File: src/hdl/lups_pkg.sv
// shared constants, types and saturating arithmetic for the lu solver
package lups_pkg;

   localparam int MAX_SIZE   = 16;
   localparam int IDX_BITS   = 4;
   localparam int CNT_BITS   = 5;
   localparam int ADDR_BITS  = 2 * IDX_BITS;
   localparam int VALUE_BITS = 48;
   localparam int FRAC_BITS  = 24;
   localparam int HALF_BITS  = VALUE_BITS / 2;
   localparam int PROD_BITS  = 2 * VALUE_BITS;
   localparam int QUOT_BITS  = VALUE_BITS + FRAC_BITS;
   localparam int QCNT_BITS  = 7;

   localparam logic [1:0] CMD_LOAD_MATRIX = 2'd0;
   localparam logic [1:0] CMD_LOAD_RHS    = 2'd1;
   localparam logic [1:0] CMD_SOLVE       = 2'd2;

   typedef logic signed [VALUE_BITS-1:0] value_type;
   typedef logic [VALUE_BITS-1:0]        mag_type;
   typedef logic [QUOT_BITS:0]           wide_type;

   localparam value_type MAX_VALUE = {1'b0, {(VALUE_BITS-1){1'b1}}};
   localparam value_type MIN_VALUE = {1'b1, {(VALUE_BITS-1){1'b0}}};

   // request and response of a shared arithmetic unit
   typedef struct packed {
      logic      start;
      value_type a;
      value_type b;
   } op_req_type;

   typedef struct packed {
      logic      done;
      value_type value;
   } op_rsp_type;

   function automatic mag_type magnitude(value_type x);
      return x[VALUE_BITS-1] ? mag_type'(-x) : mag_type'(x);
   endfunction

   // sign and magnitude back to a saturated value
   function automatic value_type sat_mag(logic neg, wide_type mag);
      wide_type lim;
      lim = wide_type'(1) << (VALUE_BITS - 1);
      if (neg) begin
         if (mag >= lim) return MIN_VALUE;
         return value_type'(mag_type'(0) - mag[VALUE_BITS-1:0]);
      end
      if (mag >= lim) return MAX_VALUE;
      return value_type'(mag[VALUE_BITS-1:0]);
   endfunction

   function automatic value_type sat_add(value_type a, value_type b);
      logic signed [VALUE_BITS:0] s;
      s = {a[VALUE_BITS-1], a} + {b[VALUE_BITS-1], b};
      if (s[VALUE_BITS] != s[VALUE_BITS-1])
         return s[VALUE_BITS] ? MIN_VALUE : MAX_VALUE;
      return value_type'(s[VALUE_BITS-1:0]);
   endfunction

   function automatic value_type sat_sub(value_type a, value_type b);
      logic signed [VALUE_BITS:0] s;
      s = {a[VALUE_BITS-1], a} - {b[VALUE_BITS-1], b};
      if (s[VALUE_BITS] != s[VALUE_BITS-1])
         return s[VALUE_BITS] ? MIN_VALUE : MAX_VALUE;
      return value_type'(s[VALUE_BITS-1:0]);
   endfunction

endpackage

File: src/hdl/lups_mul.sv
// fixed point multiplier: four half-width partial products, round and saturate
module lups_mul (
   input  logic                clock,
   input  logic                reset,
   input  lups_pkg::op_req_type req,
   output lups_pkg::op_rsp_type rsp
);

   logic                                busy_ff, busy_in;
   logic [2:0]                          step_ff, step_in;
   lups_pkg::mag_type                   ma_ff, ma_in, mb_ff, mb_in;
   logic                                neg_ff, neg_in;
   logic [lups_pkg::PROD_BITS-1:0]      acc_ff, acc_in;
   lups_pkg::op_rsp_type                rsp_ff, rsp_in;
   logic [lups_pkg::HALF_BITS-1:0]      ah, bh;
   logic [lups_pkg::VALUE_BITS-1:0]     pp;
   logic [lups_pkg::PROD_BITS-1:0]      term, rounded;

   // partial product of the current step
   always_comb begin
      ah = step_ff[1] ? ma_ff[lups_pkg::VALUE_BITS-1:lups_pkg::HALF_BITS]
                      : ma_ff[lups_pkg::HALF_BITS-1:0];
      bh = step_ff[0] ? mb_ff[lups_pkg::VALUE_BITS-1:lups_pkg::HALF_BITS]
                      : mb_ff[lups_pkg::HALF_BITS-1:0];
      pp = ah * bh;
      unique case (step_ff[1:0])
         2'd0: term = lups_pkg::PROD_BITS'(pp);
         2'd3: term = lups_pkg::PROD_BITS'(pp) << (2 * lups_pkg::HALF_BITS);
         default: term = lups_pkg::PROD_BITS'(pp) << lups_pkg::HALF_BITS;
      endcase
      rounded = acc_ff + (lups_pkg::PROD_BITS'(1) << (lups_pkg::FRAC_BITS - 1));
   end

   // step sequence
   always_comb begin
      busy_in = busy_ff;
      step_in = step_ff;
      ma_in = ma_ff;
      mb_in = mb_ff;
      neg_in = neg_ff;
      acc_in = acc_ff;
      rsp_in.done = 1'b0;
      rsp_in.value = rsp_ff.value;
      if (req.start) begin
         busy_in = 1'b1;
         step_in = 3'd0;
         ma_in = lups_pkg::magnitude(req.a);
         mb_in = lups_pkg::magnitude(req.b);
         neg_in = req.a[lups_pkg::VALUE_BITS-1] ^ req.b[lups_pkg::VALUE_BITS-1];
         acc_in = '0;
      end else if (busy_ff) begin
         if (step_ff[2]) begin
            busy_in = 1'b0;
            rsp_in.done = 1'b1;
            rsp_in.value = lups_pkg::sat_mag(neg_ff,
               {1'b0, rounded[lups_pkg::PROD_BITS-1:lups_pkg::FRAC_BITS]});
         end else begin
            acc_in = acc_ff + term;
            step_in = step_ff + 3'd1;
         end
      end
   end

   always_ff @(posedge clock) begin
      if (reset) begin
         busy_ff <= 1'b0;
         rsp_ff.done <= 1'b0;
      end else begin
         busy_ff <= busy_in;
         rsp_ff.done <= rsp_in.done;
      end
      step_ff <= step_in;
      ma_ff <= ma_in;
      mb_ff <= mb_in;
      neg_ff <= neg_in;
      acc_ff <= acc_in;
      rsp_ff.value <= rsp_in.value;
   end

   assign rsp = rsp_ff;

endmodule

File: config.mk
export PLATFORM = sky130hd
export DESIGN_NAME = lups_mul
export DESIGN_NICKNAME = d
export VERILOG_FILES = /design/src/hdl/lups_pkg.sv /design/src/hdl/lups_mul.sv
export SDC_FILE = /design/constraint.sdc
export NUM_CORES = 2
export LEC_CHECK = 0
export CORE_MARGIN = 2
export CORE_UTILIZATION = 47
export DETAILED_ROUTE_END_ITERATION = 8
export DONT_BUFFER_PORTS = 1
export GPL_TIMING_DRIVEN = 0
export SETUP_SLACK_MARGIN = 0.2
export SLEW_MARGIN = 0
export SYNTH_ARGS = -nofsm -noshare
export SYNTH_HDL_FRONTEND = slang
export SYNTH_SLANG_ARGS = --single-unit
File: constraint.sdc
create_clock -name clock -period 11.68 [get_ports clock]
set_input_delay 1.168 -clock clock [delete_from_list [all_inputs] [get_ports clock]]
set_output_delay 1.168 -clock clock [all_outputs]
set_load 0.03 [all_outputs]
==> summary.md <==
| Metric | Value |
|---|---|
| Status | `finished clean` |
| Mapped cell area | `0.0390 sq mm` |
| Placer congestion estimate | `0.999` |
| Fin crit share | `95.9%` |
| Predominant post-synthesis flop cell | `edfxtp_1` |
| Die area | `0.0854 sq mm` |
| # setup viols final | `0` |
| Cts hold-fix bufs | `0` |
| Crit-path most repeated cell | `fa_1` |
| Layout Nets | `5643` |
| Max-cap viol count | `0` |
| CTS H-tree depth | `1` |
| Share of cells above drive strength 1 | `7.78%` |
| I/O pins | `148` |
| Wire length per cell | `23.1 um` |
| Fin crit period | `11.21 ns` |
| Min-Delay Endpoint | `acc_ff[18]$_SDFFE_PP0P_` |
| Crit path DAT | `11.76 ns` |
| Async SR Flop Fraction | `0%` |
| Rel. slew slack | `28.0%` |
| Slew @ Worst Pin | `1.08 ns` |
| Num CTS Buffers | `30` |
| Crit path max fanout | `10` |
| R2R setup slack | `0.47 ns` |
| Clock root buffer | `clkbuf_16` |
| Final WL | `136000 um` |
| Clock-pin slew on the worst setup and hold paths | `0.07 ns` |
| Total number of vias | `34100` |
| Clk_lat worst skew | `0.64 ns` |
| Initial Util | `47.5%` |
| Via density | `5.80` |
| Hold Path Cell Cnt | `2` |
| Number of global-route vias before repair | `33800` |
| Worst R2R Start | `step_ff[0]$_SDFFE_PP0P_` |
| Worst setup EP type | `register` |
| Initial antenna violation count | `1` |
| DR pass1 iterations | `8` |
| Die Y | `292 um` |
| Fmax | `89.2 MHz` |
| Ys Warns | `0` |
| Setup TNS | `0 ns` |
| Worst clock skew | `0.0419 ns` |
| DRC | `0` |
| Reg2Reg Depth | `43` |
| Post-synthesis sequential area ratio | `16.3%` |
| Syn Inst Count | `4697` |
| Final Max Slew Viols | `0` |
| Count of cell types in the netlist | `75` |
| Yosys reg bits | `246` |
| Routed Antenna Nets | `0` |
| Worst Path Required | `12.24 ns` |
| Hold Path Class | `register to register` |
| Post-synth EDFFs | `145` |
| Die X | `292 um` |
| Total global-route track usage | `31.6%` |
| Endpoints failing hold | `0` |
| Post-Syn Area per Cell | `8.31 sq um` |
| FP Rows | `105` |
| Port Buf Inserts | `0` |
| CP Launch Type | `register` |
| # fillers | `7849` |
| Post-DP HPWL | `113000 um` |
| CP Class | `register to register` |
| CTS tree | `done` |
| Clock sinks | `246` |
| First-pass GRT wire length | `206000 um` |
| Antenna cells | `0` |
| Synth-to-layout area growth | `10.9%` |
| Clock Path Buffers | `3` |
| 1st-iter DRT viols | `2444` |
| Crit-path slowest cell | `fa_2` |
| Critical Path Max Stage Delay | `0.61 ns` |
| Grt total ovfl | `0` |
| Syn_nets | `5555` |
| Core Area | `0.0821 sq mm` |
| Critical R2R Capture | `acc_ff[95]$_SDFFE_PP0P_` |
| Largest net degree at the start of global routing | `99` |
| Hold path startpoint | `acc_ff[18]$_SDFFE_PP0P_` |
| RSZ-0062 raised after global routing | `yes` |
-- repair_timing --
action / in CTS / in global routing
setup buffers: 20 / 32
resized for setup: 244 / 183
cloned: 0 / 1
pin swaps: 16 / 25
setup endpoints to repair: 75 / 49
-- per-layer routing --
layer,GRT usage [%],part of all wire (%)
met1,39.8,41
met2,54.1,47
met3,3.99,6.2
met4,14.3,5.7
met5,0,0.0088
-- cell families after synthesis --
kind of cell / synth area share (%)
AO/OA/AOI/OAI: 14.6
AND/OR/NAND/NOR: 18.3
adder cells (fa/ha/maj): 33.6
XOR/XNOR: 6.10
flip-flops: 16.3
multiplexers: 2.77
buffers and inverters: 8.31
-- stage by stage --
step	instances	setup slack [ns]	instance area (sq um)	util (%)	hold slack [ns]
3_5_place_dp	5774	-3.74	40500	49.3	0.452
6_report	5879	0.475	43300	52.7	0.458
2_1_floorplan	4697	0.900	39000	-	0.436
5_1_grt	5879	0.129	43300	52.7	0.480
4_1_cts	5846	0.129	42600	51.9	0.461
3_3_place_gp	5767	-3.65	40400	49.2	0.447
-- registers in the layout, indices dropped and copies added, names as in the netlist --
name,count
rsp,49
neg_ff,1
busy_ff,1
acc_ff,96
ma_ff,48
step_ff,3
mb_ff,48
-- worst max-delay path, delay by kind of cell, from the launching register on --
family	cells	cell delay (ns)
AO/OA/AOI/OAI	9	1.93
XOR/XNOR	2	0.36
adder cells (fa/ha/maj)	9	4.39
buffers and inverters	11	1.44
flip-flops	1	0.37
multiplexers	1	0.34
AND/OR/NAND/NOR	11	2.27
-- cells in the final DEF (no fill, tap or decap), drive strengths merged, types with 46 or more instances in the layout --
| master | instances |
|---|---|
| inv | 626 |
| nand2 | 623 |
| fa | 483 |
| nor2 | 414 |
| ha | 276 |
| a21oi | 273 |
| clkbuf | 215 |
| xnor2 | 200 |
| o21ai | 197 |
| edfxtp | 145 |
| buf | 119 |
| a21o | 103 |
| nand3 | 101 |
| dfxtp | 101 |
| and2 | 81 |
| xor2 | 72 |
| nand4 | 65 |
| or3 | 61 |
| mux2i | 53 |
| nor3 | 49 |
| mux2 | 49 |
| a22o | 47 |
| and3 | 46 |
-- synth_stat cells, drive strengths merged (49+ instances only) --
cell / n / area (sq um)
nor2: 414 / 1550
ha: 276 / 3450
nand4: 65 / 407
mux2i: 53 / 531
and2: 81 / 507
mux2: 49 / 552
or3: 61 / 407
nand3: 101 / 505
xnor2: 200 / 1750
a21o: 103 / 773
a21oi: 273 / 1370
dfxtp: 101 / 2020
xor2: 72 / 631
clkbuf: 227 / 852
nand2: 623 / 2340
nor3: 49 / 245
fa: 483 / 9670
o21ai: 197 / 986
edfxtp: 145 / 4350
inv: 620 / 2330
-- layout make-up --
cell class              count  area (sq um)  area share, %
inverters                 620          2330           5.37
plain buffers             240          1370           3.17
clock inverters            22           219          0.506
multi-input cells        3587         30300           70.0
flip-flops and latches    246          6380           14.7
clock buffers              34           766           1.77
repair buffers             60           566           1.31
well taps                1070          1340           3.09
-- how the worst max path moves through the flow --
stage / startpoint / end / slack, ns / depth (start not counted)
5_1_grt: step_ff[1]$_SDFFE_PP0P_ / acc_ff[95]$_SDFFE_PP0P_ / 0.13 / 44
6_report: step_ff[0]$_SDFFE_PP0P_ / acc_ff[95]$_SDFFE_PP0P_ / 0.47 / 43
3_5_place_dp: step_ff[0]$_SDFFE_PP0P_ / acc_ff[95]$_SDFFE_PP0P_ / -3.74 / 39
4_1_cts: step_ff[0]$_SDFFE_PP0P_ / acc_ff[95]$_SDFFE_PP0P_ / 0.13 / 43
2_1_floorplan: step_ff[0]$_SDFFE_PP0P_ / acc_ff[92]$_SDFFE_PP0P_ / 0.90 / 41
3_3_place_gp: step_ff[0]$_SDFFE_PP0P_ / acc_ff[95]$_SDFFE_PP0P_ / -3.65 / 39
Power is not shown: default switching activity piles up to over one toggle a cycle in this logic, so the estimate is an artifact.
