## config.mk

```make
export PLATFORM = sky130hd
export DESIGN_NAME = lups_div
export DESIGN_NICKNAME = d
export VERILOG_FILES = /design/src/hdl/lups_pkg.sv /design/src/hdl/lups_div.sv
export SDC_FILE = /design/constraint.sdc
export NUM_CORES = 1
export LEC_CHECK = 0
export BUFFER_PORTS_ARGS = -buffer_cell sky130_fd_sc_hd__buf_2
export CAP_MARGIN = 20
export CORE_MARGIN = 2
export CORE_UTILIZATION = 45
export CTS_BUF_LIST = sky130_fd_sc_hd__clkbuf_8
export CTS_CLUSTER_DIAMETER = 40
export DETAILED_ROUTE_END_ITERATION = 12
export PLACE_DENSITY = 0.61
export SLEW_MARGIN = 20
export SYNTH_ARGS = -nofsm -noshare
export SYNTH_HDL_FRONTEND = slang
export SYNTH_SLANG_ARGS = --single-unit
```

## constraint.sdc

```tcl
create_clock -name clock -period 6.2 [get_ports clock]
set_input_delay 1.24 -clock clock [delete_from_list [all_inputs] [get_ports clock]]
set_output_delay 1.24 -clock clock [all_outputs]
set_load 0.05 [all_outputs]
```

## src/hdl/lups_pkg.sv

```systemverilog
// shared constants, types and saturating arithmetic for the lu solver
package lups_pkg;

   localparam int MAX_SIZE   = 16;
   localparam int IDX_BITS   = 4;
   localparam int CNT_BITS   = 5;
   localparam int ADDR_BITS  = 2 * IDX_BITS;
   localparam int VALUE_BITS = 48;
   localparam int FRAC_BITS  = 24;
   localparam int HALF_BITS  = VALUE_BITS / 2;
   localparam int PROD_BITS  = 2 * VALUE_BITS;
   localparam int QUOT_BITS  = VALUE_BITS + FRAC_BITS;
   localparam int QCNT_BITS  = 7;

   localparam logic [1:0] CMD_LOAD_MATRIX = 2'd0;
   localparam logic [1:0] CMD_LOAD_RHS    = 2'd1;
   localparam logic [1:0] CMD_SOLVE       = 2'd2;

   typedef logic signed [VALUE_BITS-1:0] value_type;
   typedef logic [VALUE_BITS-1:0]        mag_type;
   typedef logic [QUOT_BITS:0]           wide_type;

   localparam value_type MAX_VALUE = {1'b0, {(VALUE_BITS-1){1'b1}}};
   localparam value_type MIN_VALUE = {1'b1, {(VALUE_BITS-1){1'b0}}};

   // request and response of a shared arithmetic unit
   typedef struct packed {
      logic      start;
      value_type a;
      value_type b;
   } op_req_type;

   typedef struct packed {
      logic      done;
      value_type value;
   } op_rsp_type;

   function automatic mag_type magnitude(value_type x);
      return x[VALUE_BITS-1] ? mag_type'(-x) : mag_type'(x);
   endfunction

   // sign and magnitude back to a saturated value
   function automatic value_type sat_mag(logic neg, wide_type mag);
      wide_type lim;
      lim = wide_type'(1) << (VALUE_BITS - 1);
      if (neg) begin
         if (mag >= lim) return MIN_VALUE;
         return value_type'(mag_type'(0) - mag[VALUE_BITS-1:0]);
      end
      if (mag >= lim) return MAX_VALUE;
      return value_type'(mag[VALUE_BITS-1:0]);
   endfunction

   function automatic value_type sat_add(value_type a, value_type b);
      logic signed [VALUE_BITS:0] s;
      s = {a[VALUE_BITS-1], a} + {b[VALUE_BITS-1], b};
      if (s[VALUE_BITS] != s[VALUE_BITS-1])
         return s[VALUE_BITS] ? MIN_VALUE : MAX_VALUE;
      return value_type'(s[VALUE_BITS-1:0]);
   endfunction

   function automatic value_type sat_sub(value_type a, value_type b);
      logic signed [VALUE_BITS:0] s;
      s = {a[VALUE_BITS-1], a} - {b[VALUE_BITS-1], b};
      if (s[VALUE_BITS] != s[VALUE_BITS-1])
         return s[VALUE_BITS] ? MIN_VALUE : MAX_VALUE;
      return value_type'(s[VALUE_BITS-1:0]);
   endfunction

endpackage

```

## src/hdl/lups_div.sv

```systemverilog
// fixed point divider: restoring division one quotient bit a cycle, round and saturate
module lups_div (
   input  logic                clock,
   input  logic                reset,
   input  lups_pkg::op_req_type req,
   output lups_pkg::op_rsp_type rsp
);

   logic                               busy_ff, busy_in;
   logic [lups_pkg::QCNT_BITS-1:0]     cnt_ff, cnt_in;
   logic [lups_pkg::QUOT_BITS-1:0]     num_ff, num_in, q_ff, q_in;
   lups_pkg::mag_type                  rem_ff, rem_in, d_ff, d_in;
   logic                               neg_ff, neg_in;
   lups_pkg::op_rsp_type               rsp_ff, rsp_in;
   logic [lups_pkg::VALUE_BITS:0]      rs, rem2;
   logic                               ge, up;
   lups_pkg::wide_type                 qr;

   // one division step and the final rounding
   always_comb begin
      rs = {rem_ff, num_ff[lups_pkg::QUOT_BITS-1]};
      ge = rs >= {1'b0, d_ff};
      rem2 = {rem_ff, 1'b0};
      up = rem2 >= {1'b0, d_ff};
      qr = {1'b0, q_ff} + lups_pkg::wide_type'(up);
   end

   always_comb begin
      busy_in = busy_ff;
      cnt_in = cnt_ff;
      num_in = num_ff;
      q_in = q_ff;
      rem_in = rem_ff;
      d_in = d_ff;
      neg_in = neg_ff;
      rsp_in.done = 1'b0;
      rsp_in.value = rsp_ff.value;
      if (req.start) begin
         busy_in = 1'b1;
         cnt_in = '0;
         num_in = {lups_pkg::magnitude(req.a), {lups_pkg::FRAC_BITS{1'b0}}};
         q_in = '0;
         rem_in = '0;
         d_in = lups_pkg::magnitude(req.b);
         neg_in = req.a[lups_pkg::VALUE_BITS-1] ^ req.b[lups_pkg::VALUE_BITS-1];
      end else if (busy_ff) begin
         if (cnt_ff == lups_pkg::QCNT_BITS'(lups_pkg::QUOT_BITS)) begin
            busy_in = 1'b0;
            rsp_in.done = 1'b1;
            rsp_in.value = lups_pkg::sat_mag(neg_ff, qr);
         end else begin
            rem_in = ge ? lups_pkg::mag_type'(rs - {1'b0, d_ff})
                        : rs[lups_pkg::VALUE_BITS-1:0];
            q_in = {q_ff[lups_pkg::QUOT_BITS-2:0], ge};
            num_in = {num_ff[lups_pkg::QUOT_BITS-2:0], 1'b0};
            cnt_in = cnt_ff + 1'b1;
         end
      end
   end

   always_ff @(posedge clock) begin
      if (reset) begin
         busy_ff <= 1'b0;
         rsp_ff.done <= 1'b0;
      end else begin
         busy_ff <= busy_in;
         rsp_ff.done <= rsp_in.done;
      end
      cnt_ff <= cnt_in;
      num_ff <= num_in;
      q_ff <= q_in;
      rem_ff <= rem_in;
      d_ff <= d_in;
      neg_ff <= neg_in;
      rsp_ff.value <= rsp_in.value;
   end

   assign rsp = rsp_ff;

endmodule

```

==> metrics.yaml, run 1 <==
setup_path:
  worst_path_largest_cell_delay_ns: 0.64
  start_kind: "flip-flop"
  critPathSlowestCell: "or4_4"
  critical_path.cell_chain: "inv_1 -> ha_1 -> nand4_1 -> or3_1 -> o41ai_1 -> a21oi_1 -> o21ai_1 -> ha_1 -> ha_2 -> nand2_1 -> or4_4 -> nor4_4 -> nand2_1 -> nor4bb_1 -> o21ai_0 -> o41ai_4 -> buf_4 -> nand3_1 -> a22o_1"
  arrival_ns: 6.10
  worst_setup_path_end_kind: "flip-flop"
  cp.required_ns: 6.56
  crit_fanout: 35
  critPathKind: "reg -> reg"
floorplan:
  die-area_sq_mm: 0.0426
  coreArea_sq_mm: 0.0406
  start_util_pct: 45.3
  die_w_um: 206
  fp.dieH_um: 206
  io_pins: 148
  rows: 74
yosys:
  yosys_warnings: 0
  ys_types: 85
  syn_inst: 2082
  synth_top_cell_area_share_pct: 23.6
  ys_ff_latch: 274
  netlist_area_sq_mm: 0.0184
  yosysSeqAreaShare_pct: 37.7
  async_reset_ff_share_pct: 0
  yosys.area.top_type: "edfxtp_1"
  synth_ff_type: "edfxtp_1"
  synth.avg_cell_area_sq_um: 8.85
  synth_nets: 2237
  synth_area_leaders: "edfxtp_1 (24%), dfxtp_1 (14%), xnor2_1 (5.0%)"
  synth-edff-count: 145
routing:
  firstDrtPassIters: 5
  via_count: 16000
  drt_iter0_markers: 1079
  wl_met2_um: 21000
  wl_met3_um: 1990
  wirelength_um: 46500
  drc: 0
  ant_nets: 0
  highest_layer: "met4"
  wire_per_inst_um: 17.0
  drt-vias-per-instance: 5.85
  wl_met1_um: 22200
sta:
  slew_violations: 0
  rsz0062_at_grt: "false"
  period_needed_ns: 5.74
  min_period_over_period_pct: 92.5
  slew_headroom_pct: 32.3
  clock.fmax_mhz: 174
  setup_tns_ns: 0
  finalHoldViolCount: 0
  tightest_slew_ns: 1.01
  fin_skew_ns: 0.0467
  holdWs_ns: 0.486
  finalSetupViolations: 0
cells_and_area:
  nNetsFinal: 2325
  mostFrequentLayoutCells: "nand2_1 (162), buf_2 (146), edfxtp_1 (145), nor2_1 (135), dfxtp_1 (129)"
  drive_above_1_share_pct: 13.7
  final_common_cell: "nand2_1"
  diodes: 0
  syn_to_final_growth_pct: 12.0
clocking:
  clockBufferDepth: 3
  clk_pin_slew_ns: 0.06
  clkLatencyLatePin_ns: 0.64
  numClockSinks: 274
  cts_tree: "done"
  htreeDepth: 2
  cts-buffers-inserted: 53
  root_buffer: "clkbuf_8"
global_route:
  antenna_found_initial: 0
  overflow: 0
  grt_pass1_wl_um: 74900
  first_global_vias: 14700
  track_usage_pct: 21.4
  grt_max_degree: 96
min_path:
  min_path_type: "reg -> reg"
placed_design:
  dp_hpwl_um: 33700
  port_buffers: 147
  gp_congestion: 0.906
power_and_ir_drop:
  peakVddDrop_mv: 0.200
  power_density_mw_per_mm2: 219
  leakagePower_nw: 8.24
outcome:
  status: "completed"
job:
  drv_cap: 0
[cells by family after synthesis]
| group | Yosys count | share of synthesized area (%) |
|---|---|---|
| buffers and inverters | 233 | 5.16 |
| multiplexers | 29 | 1.59 |
| adder cells (fa/ha/maj) | 56 | 3.84 |
| flip-flops | 274 | 37.7 |
| AND/OR/NAND/NOR | 696 | 19.9 |
| AO/OA/AOI/OAI | 596 | 22.4 |
| XOR/XNOR | 198 | 9.42 |
[stage by stage]
stage	util, %	instance area (sq um)	cells	setup slack [ns]	total power, mW
after floorplan	-	18400	2082	0.531	2.51
after global placement	48.0	19500	2646	0.403	2.70
after detailed placement	48.0	19500	2646	0.241	2.71
after CTS	50.7	20600	2742	0.196	4.58
after global routing	50.7	20600	2743	0.0524	4.74
final	50.7	20600	2743	0.462	4.51
[registers in the layout, summed over array words and instances, names as in the netlist]
| name | flops |
|---|---|
| cnt_ff | 7 |
| busy_ff | 1 |
| rem_ff | 48 |
| neg_ff | 1 |
| num_ff | 48 |
| d_ff | 48 |
| q_ff | 72 |
| rsp | 49 |
[power by group]
part           switching, mW  leakage [nW]  total [mW]  internal, mW
combinational          0.392          5.18       0.633         0.241
clock                  0.806         0.621        1.84          1.03
sequential            0.0298          2.43        2.04          2.01
[path summary, 6_finish.rpt]
| check | from | slack (ns) | end | cells past startpoint |
|---|---|---|---|---|
| max | d_ff[33] | 0.46 | rsp[21] | 19 |
| min | rem_ff[3] | 0.49 | rem_ff[3] | 2 |
| max reg2reg | d_ff[33] | 0.46 | rsp[21] | 19 |
| min reg2reg | rem_ff[3] | 0.49 | rem_ff[3] | 2 |
[repair_timing]
item,in CTS,in global routing
hold buffers,0,0
buffers inserted,0,1
endpoints found under the setup margin,0,48
resized for setup,0,3
[worst max-delay path, delay by kind of cell, from the launching register on]
kind,cells,cell delay [ns]
fa+ha+maj,3,0.98
simple gates,8,2.50
buf+inv,2,0.47
compound gates,6,1.16
flops,1,0.31
[synth_stat cells, types with 14 or more instances]
library cell	n
nand2b_1	19
and2_1	16
o21ai_0	118
o31ai_1	37
nor3_1	47
a21o_1	32
and3_1	23
o41ai_1	23
a22o_1	95
xnor2_1	105
or3_1	17
a211oi_1	18
nor4_1	34
nand4_1	57
a31oi_1	24
mux2i_1	27
nand3_1	89
inv_1	83
or4_1	22
clkbuf_1	109
xor2_1	93
buf_2	16
ha_1	55
nor2_1	138
nand2_1	162
a311oi_1	14
dfxtp_1	129
and4_1	14
a21oi_1	120
edfxtp_1	145
[layer usage]
metal / GRT usage, % / vias up
li1: - / 8045
met1: 29.7 / 7489
met2: 34.0 / 405
met3: 2.92 / 96
met4: 7.58 / 0
met5: 0 / -
[cell type report]
class                           count  area (sq um)
Fill cell                        3881         20000
Multi-Input combinational cell   1575         10600
Sequential cell                   274          6940
Timing Repair Buffer              183          1030
Clock buffer                       61           840
Tap cell                          532           666
Inverter                           83           312
Clock inverter                     35           270
Note: power is estimated with default switching activity, not from simulation.
==> run 2: changes to the inputs <==
- ABC_AREA: unset -> 1
- PLACE_DENSITY: 0.61 -> unset
- PLACE_DENSITY_LB_ADDON: unset -> 0.08
==> metrics.yaml, run 2 <==
outcome:
  status: "completed"
sta:
  clock.fmax_mhz: 190
  finalSetupViolations: 0
  slew_violations: 0
  slew_headroom_pct: 29.5
  fin_skew_ns: 0.0429
  setup_tns_ns: 0
  rsz0062_at_grt: "false"
  min_period_over_period_pct: 85.0
  tightest_slew_ns: 1.06
  period_needed_ns: 5.27
  finalHoldViolCount: 0
  holdWs_ns: 0.468
cells_and_area:
  drive_above_1_share_pct: 10.2
  nNetsFinal: 3443
  fin_area_sq_mm: 0.0232
  largest_register_ffs: 72
  largest-register: "q_ff"
  final_common_cell: "nand2_1"
  mostFrequentLayoutCells: "nand2_1 (896), nor2_1 (513), inv_1 (366), nand3_1 (214), o21ai_0 (148)"
  diodes: 0
  syn_to_final_growth_pct: 13.0
  fin_util_pct: 51.3
global_route:
  use_met1_pct: 35.5
  grt.busiest_layer: "met2"
  overflow: 0
  antenna_found_initial: 0
  grt_util_met3_pct: 4.44
  grt_pass1_wl_um: 110000
  met2_usage_pct: 52.0
  track_usage_pct: 29.6
  grt_max_degree: 92
  first_global_vias: 20700
clocking:
  clk_pin_slew_ns: 0.05
  htreeDepth: 2
  cts_setup_buffers: 0
  clkLatencyLatePin_ns: 0.67
  cts_hold_buf: 0
  cts_resized: 0
  cts_tree: "done"
  root_buffer: "clkbuf_8"
  clockBufferDepth: 3
  cts-buffers-inserted: 59
  numClockSinks: 274
yosys:
  synth_area_leaders: "edfxtp_1 (21%), nand2_1 (16%), dfxtp_1 (13%)"
  synthTopCellsByCount: "nand2_1 (896), nor2_1 (514), inv_1 (351), nand3_1 (214), o21ai_0 (148)"
  yosys.area.top_type: "edfxtp_1"
  ys_ff_latch: 274
  synth_nets: 3291
  yosys_warnings: 0
  synth_ff_type: "edfxtp_1"
  ys_types: 48
  synth_top_cell_area_share_pct: 21.2
  yosysSeqAreaShare_pct: 33.8
  netlist_area_sq_mm: 0.0205
  synth-edff-count: 145
  syn_inst: 3136
  synth.avg_cell_area_sq_um: 6.55
  yosysMostFrequentCell: "nand2_1"
  async_reset_ff_share_pct: 0
routing:
  drt-vias-per-instance: 5.38
  wire_per_inst_um: 18.0
  wirelength_um: 70800
  drc: 0
  via_count: 21200
  ant_nets: 0
  firstDrtPassIters: 7
  drt_iter0_markers: 1418
setup_path:
  critPathKind: "reg -> reg"
  start_kind: "flip-flop"
  worst_setup_path_end_kind: "flip-flop"
  cp_top_family: "simple AND/OR/NAND/NOR gates"
  worst_path_largest_cell_delay_ns: 0.51
  crit_fanout: 42
  crit_buf_inv: 2
  critical_path.cell_chain: "inv_1 -> ha_1 -> nand2_1 -> nor3_1 -> nand2_1 -> nor2_1 -> o211ai_1 -> nand3_1 -> ha_1 -> inv_1 -> nor2_4 -> nand2_1 -> nor2_2 -> nand2_1 -> nor2_1 -> nand2_1 -> a21oi_1 -> nand2_1 -> nor2_1 -> nand3_4 -> nand2_4 -> nand2_1 -> nor2_1"
  cp.required_ns: 6.73
  crit_top_cell: "nand2_1"
  arrival_ns: 5.80
  critPathSlowestCell: "nor2_2"
power_and_ir_drop:
  leakagePower_nw: 10.5
  clkPwrFrac_pct: 46.0
  p_comb_share_pct: 12.0
  power_switching_mw: 1.34
  switching_share_pct: 27.8
  power.internal_mw: 3.49
  p_seq_share_pct: 42.0
  power_density_mw_per_mm2: 209
  power.total_mw: 4.84
  peakVddDrop_mv: 0.142
min_path:
  min_path_type: "reg -> reg"
placed_design:
  gp_congestion: 1.03
  dp_hpwl_um: 56300
  port_buffers: 147
  post_dp_cell_area_sq_mm: 0.0218
floorplan:
  fp.dieH_um: 218
  rows: 78
  io_pins: 148
  die-area_sq_mm: 0.0473
  die_w_um: 218
  start_util_pct: 45.4
  coreArea_sq_mm: 0.0452
job:
  drv_cap: 0
## run 2: changes by cell type in the layout (fill, tap and decap cells not counted), moves of 23 or more
cell | before | now
nor4_1 | 34 | 11
nand2_1 | 162 | 896
nand3_1 | 89 | 214
nor2_1 | 135 | 513
a21o_1 | 32 | 9
a22o_1 | 95 | 0
inv_1 | 99 | 366
o31ai_1 | 37 | 4
o21ai_0 | 117 | 148
mux2i_1 | 27 | 0
o22ai_1 | 9 | 71
xnor2_1 | 105 | 42
## run 2: kinds of logic (layout without fill, tap and decap cells)
group	after synthesis	in the layout	share of synthesized area (%)
flip-flops	274	274	33.8
buffers and inverters	433	636	8.16
AO/OA/AOI/OAI	414	414	11.6
XOR/XNOR	129	129	5.50
adder cells (fa/ha/maj)	56	56	3.45
AND/OR/NAND/NOR	1830	1830	37.5
## run 2: power groups by stage
stage                     Combinational, mW  Sequential (mW)  Clock, mW
after floorplan                       0.389             2.06          0
after global placement                0.571             2.07          0
after detailed placement              0.576             2.07          0
after CTS                             0.578             2.03       2.28
after global routing                  0.653             2.04       2.36
final                                 0.582             2.03       2.22
## run 2: path summary, 6_finish.rpt
kind | startpoint | endpoint | slack (ns) | depth (start not counted)
hold / removal | rem_ff[42] | rem_ff[42] | 0.47 | 2
setup / recovery | d_ff[45] | rsp[15] | 0.93 | 23
hold reg to reg | rem_ff[42] | rem_ff[42] | 0.47 | 2
setup reg to reg | d_ff[45] | rsp[15] | 0.93 | 23
## run 2: worst min-delay path: stages (launching register included)
cell	delay, ns
dfxtp_1	0.32
nand2_1	0.06
nand2_1	0.04
## run 2: area by class of cell
cell class              count  area (sq um)
multi-input cells        2429         11900
repair buffers            165           873
clock buffers              67           922
well taps                 600           751
flip-flops and latches    274          6940
fillers                  4655         22000
clock inverters            45           425
inverters                 359          1350
## run 2: routing by layer
metal	wire length (um)	up-vias	part of all wire, %
li1	-	10600	-
met1	29700	9766	42
met2	34500	654	49
met3	3580	163	5.1
met4	3020	0	4.3
met5	0	-	0
## run 2: per-stage QoR
| stage | cells | setup WS [ns] |
|---|---|---|
| 2_1_floorplan | 3136 | 0.715 |
| 3_3_place_gp | 3827 | 1.05 |
| 3_5_place_dp | 3827 | 0.961 |
| 4_1_cts | 3939 | 0.970 |
| 5_1_grt | 3939 | 0.472 |
| 6_report | 3939 | 0.929 |
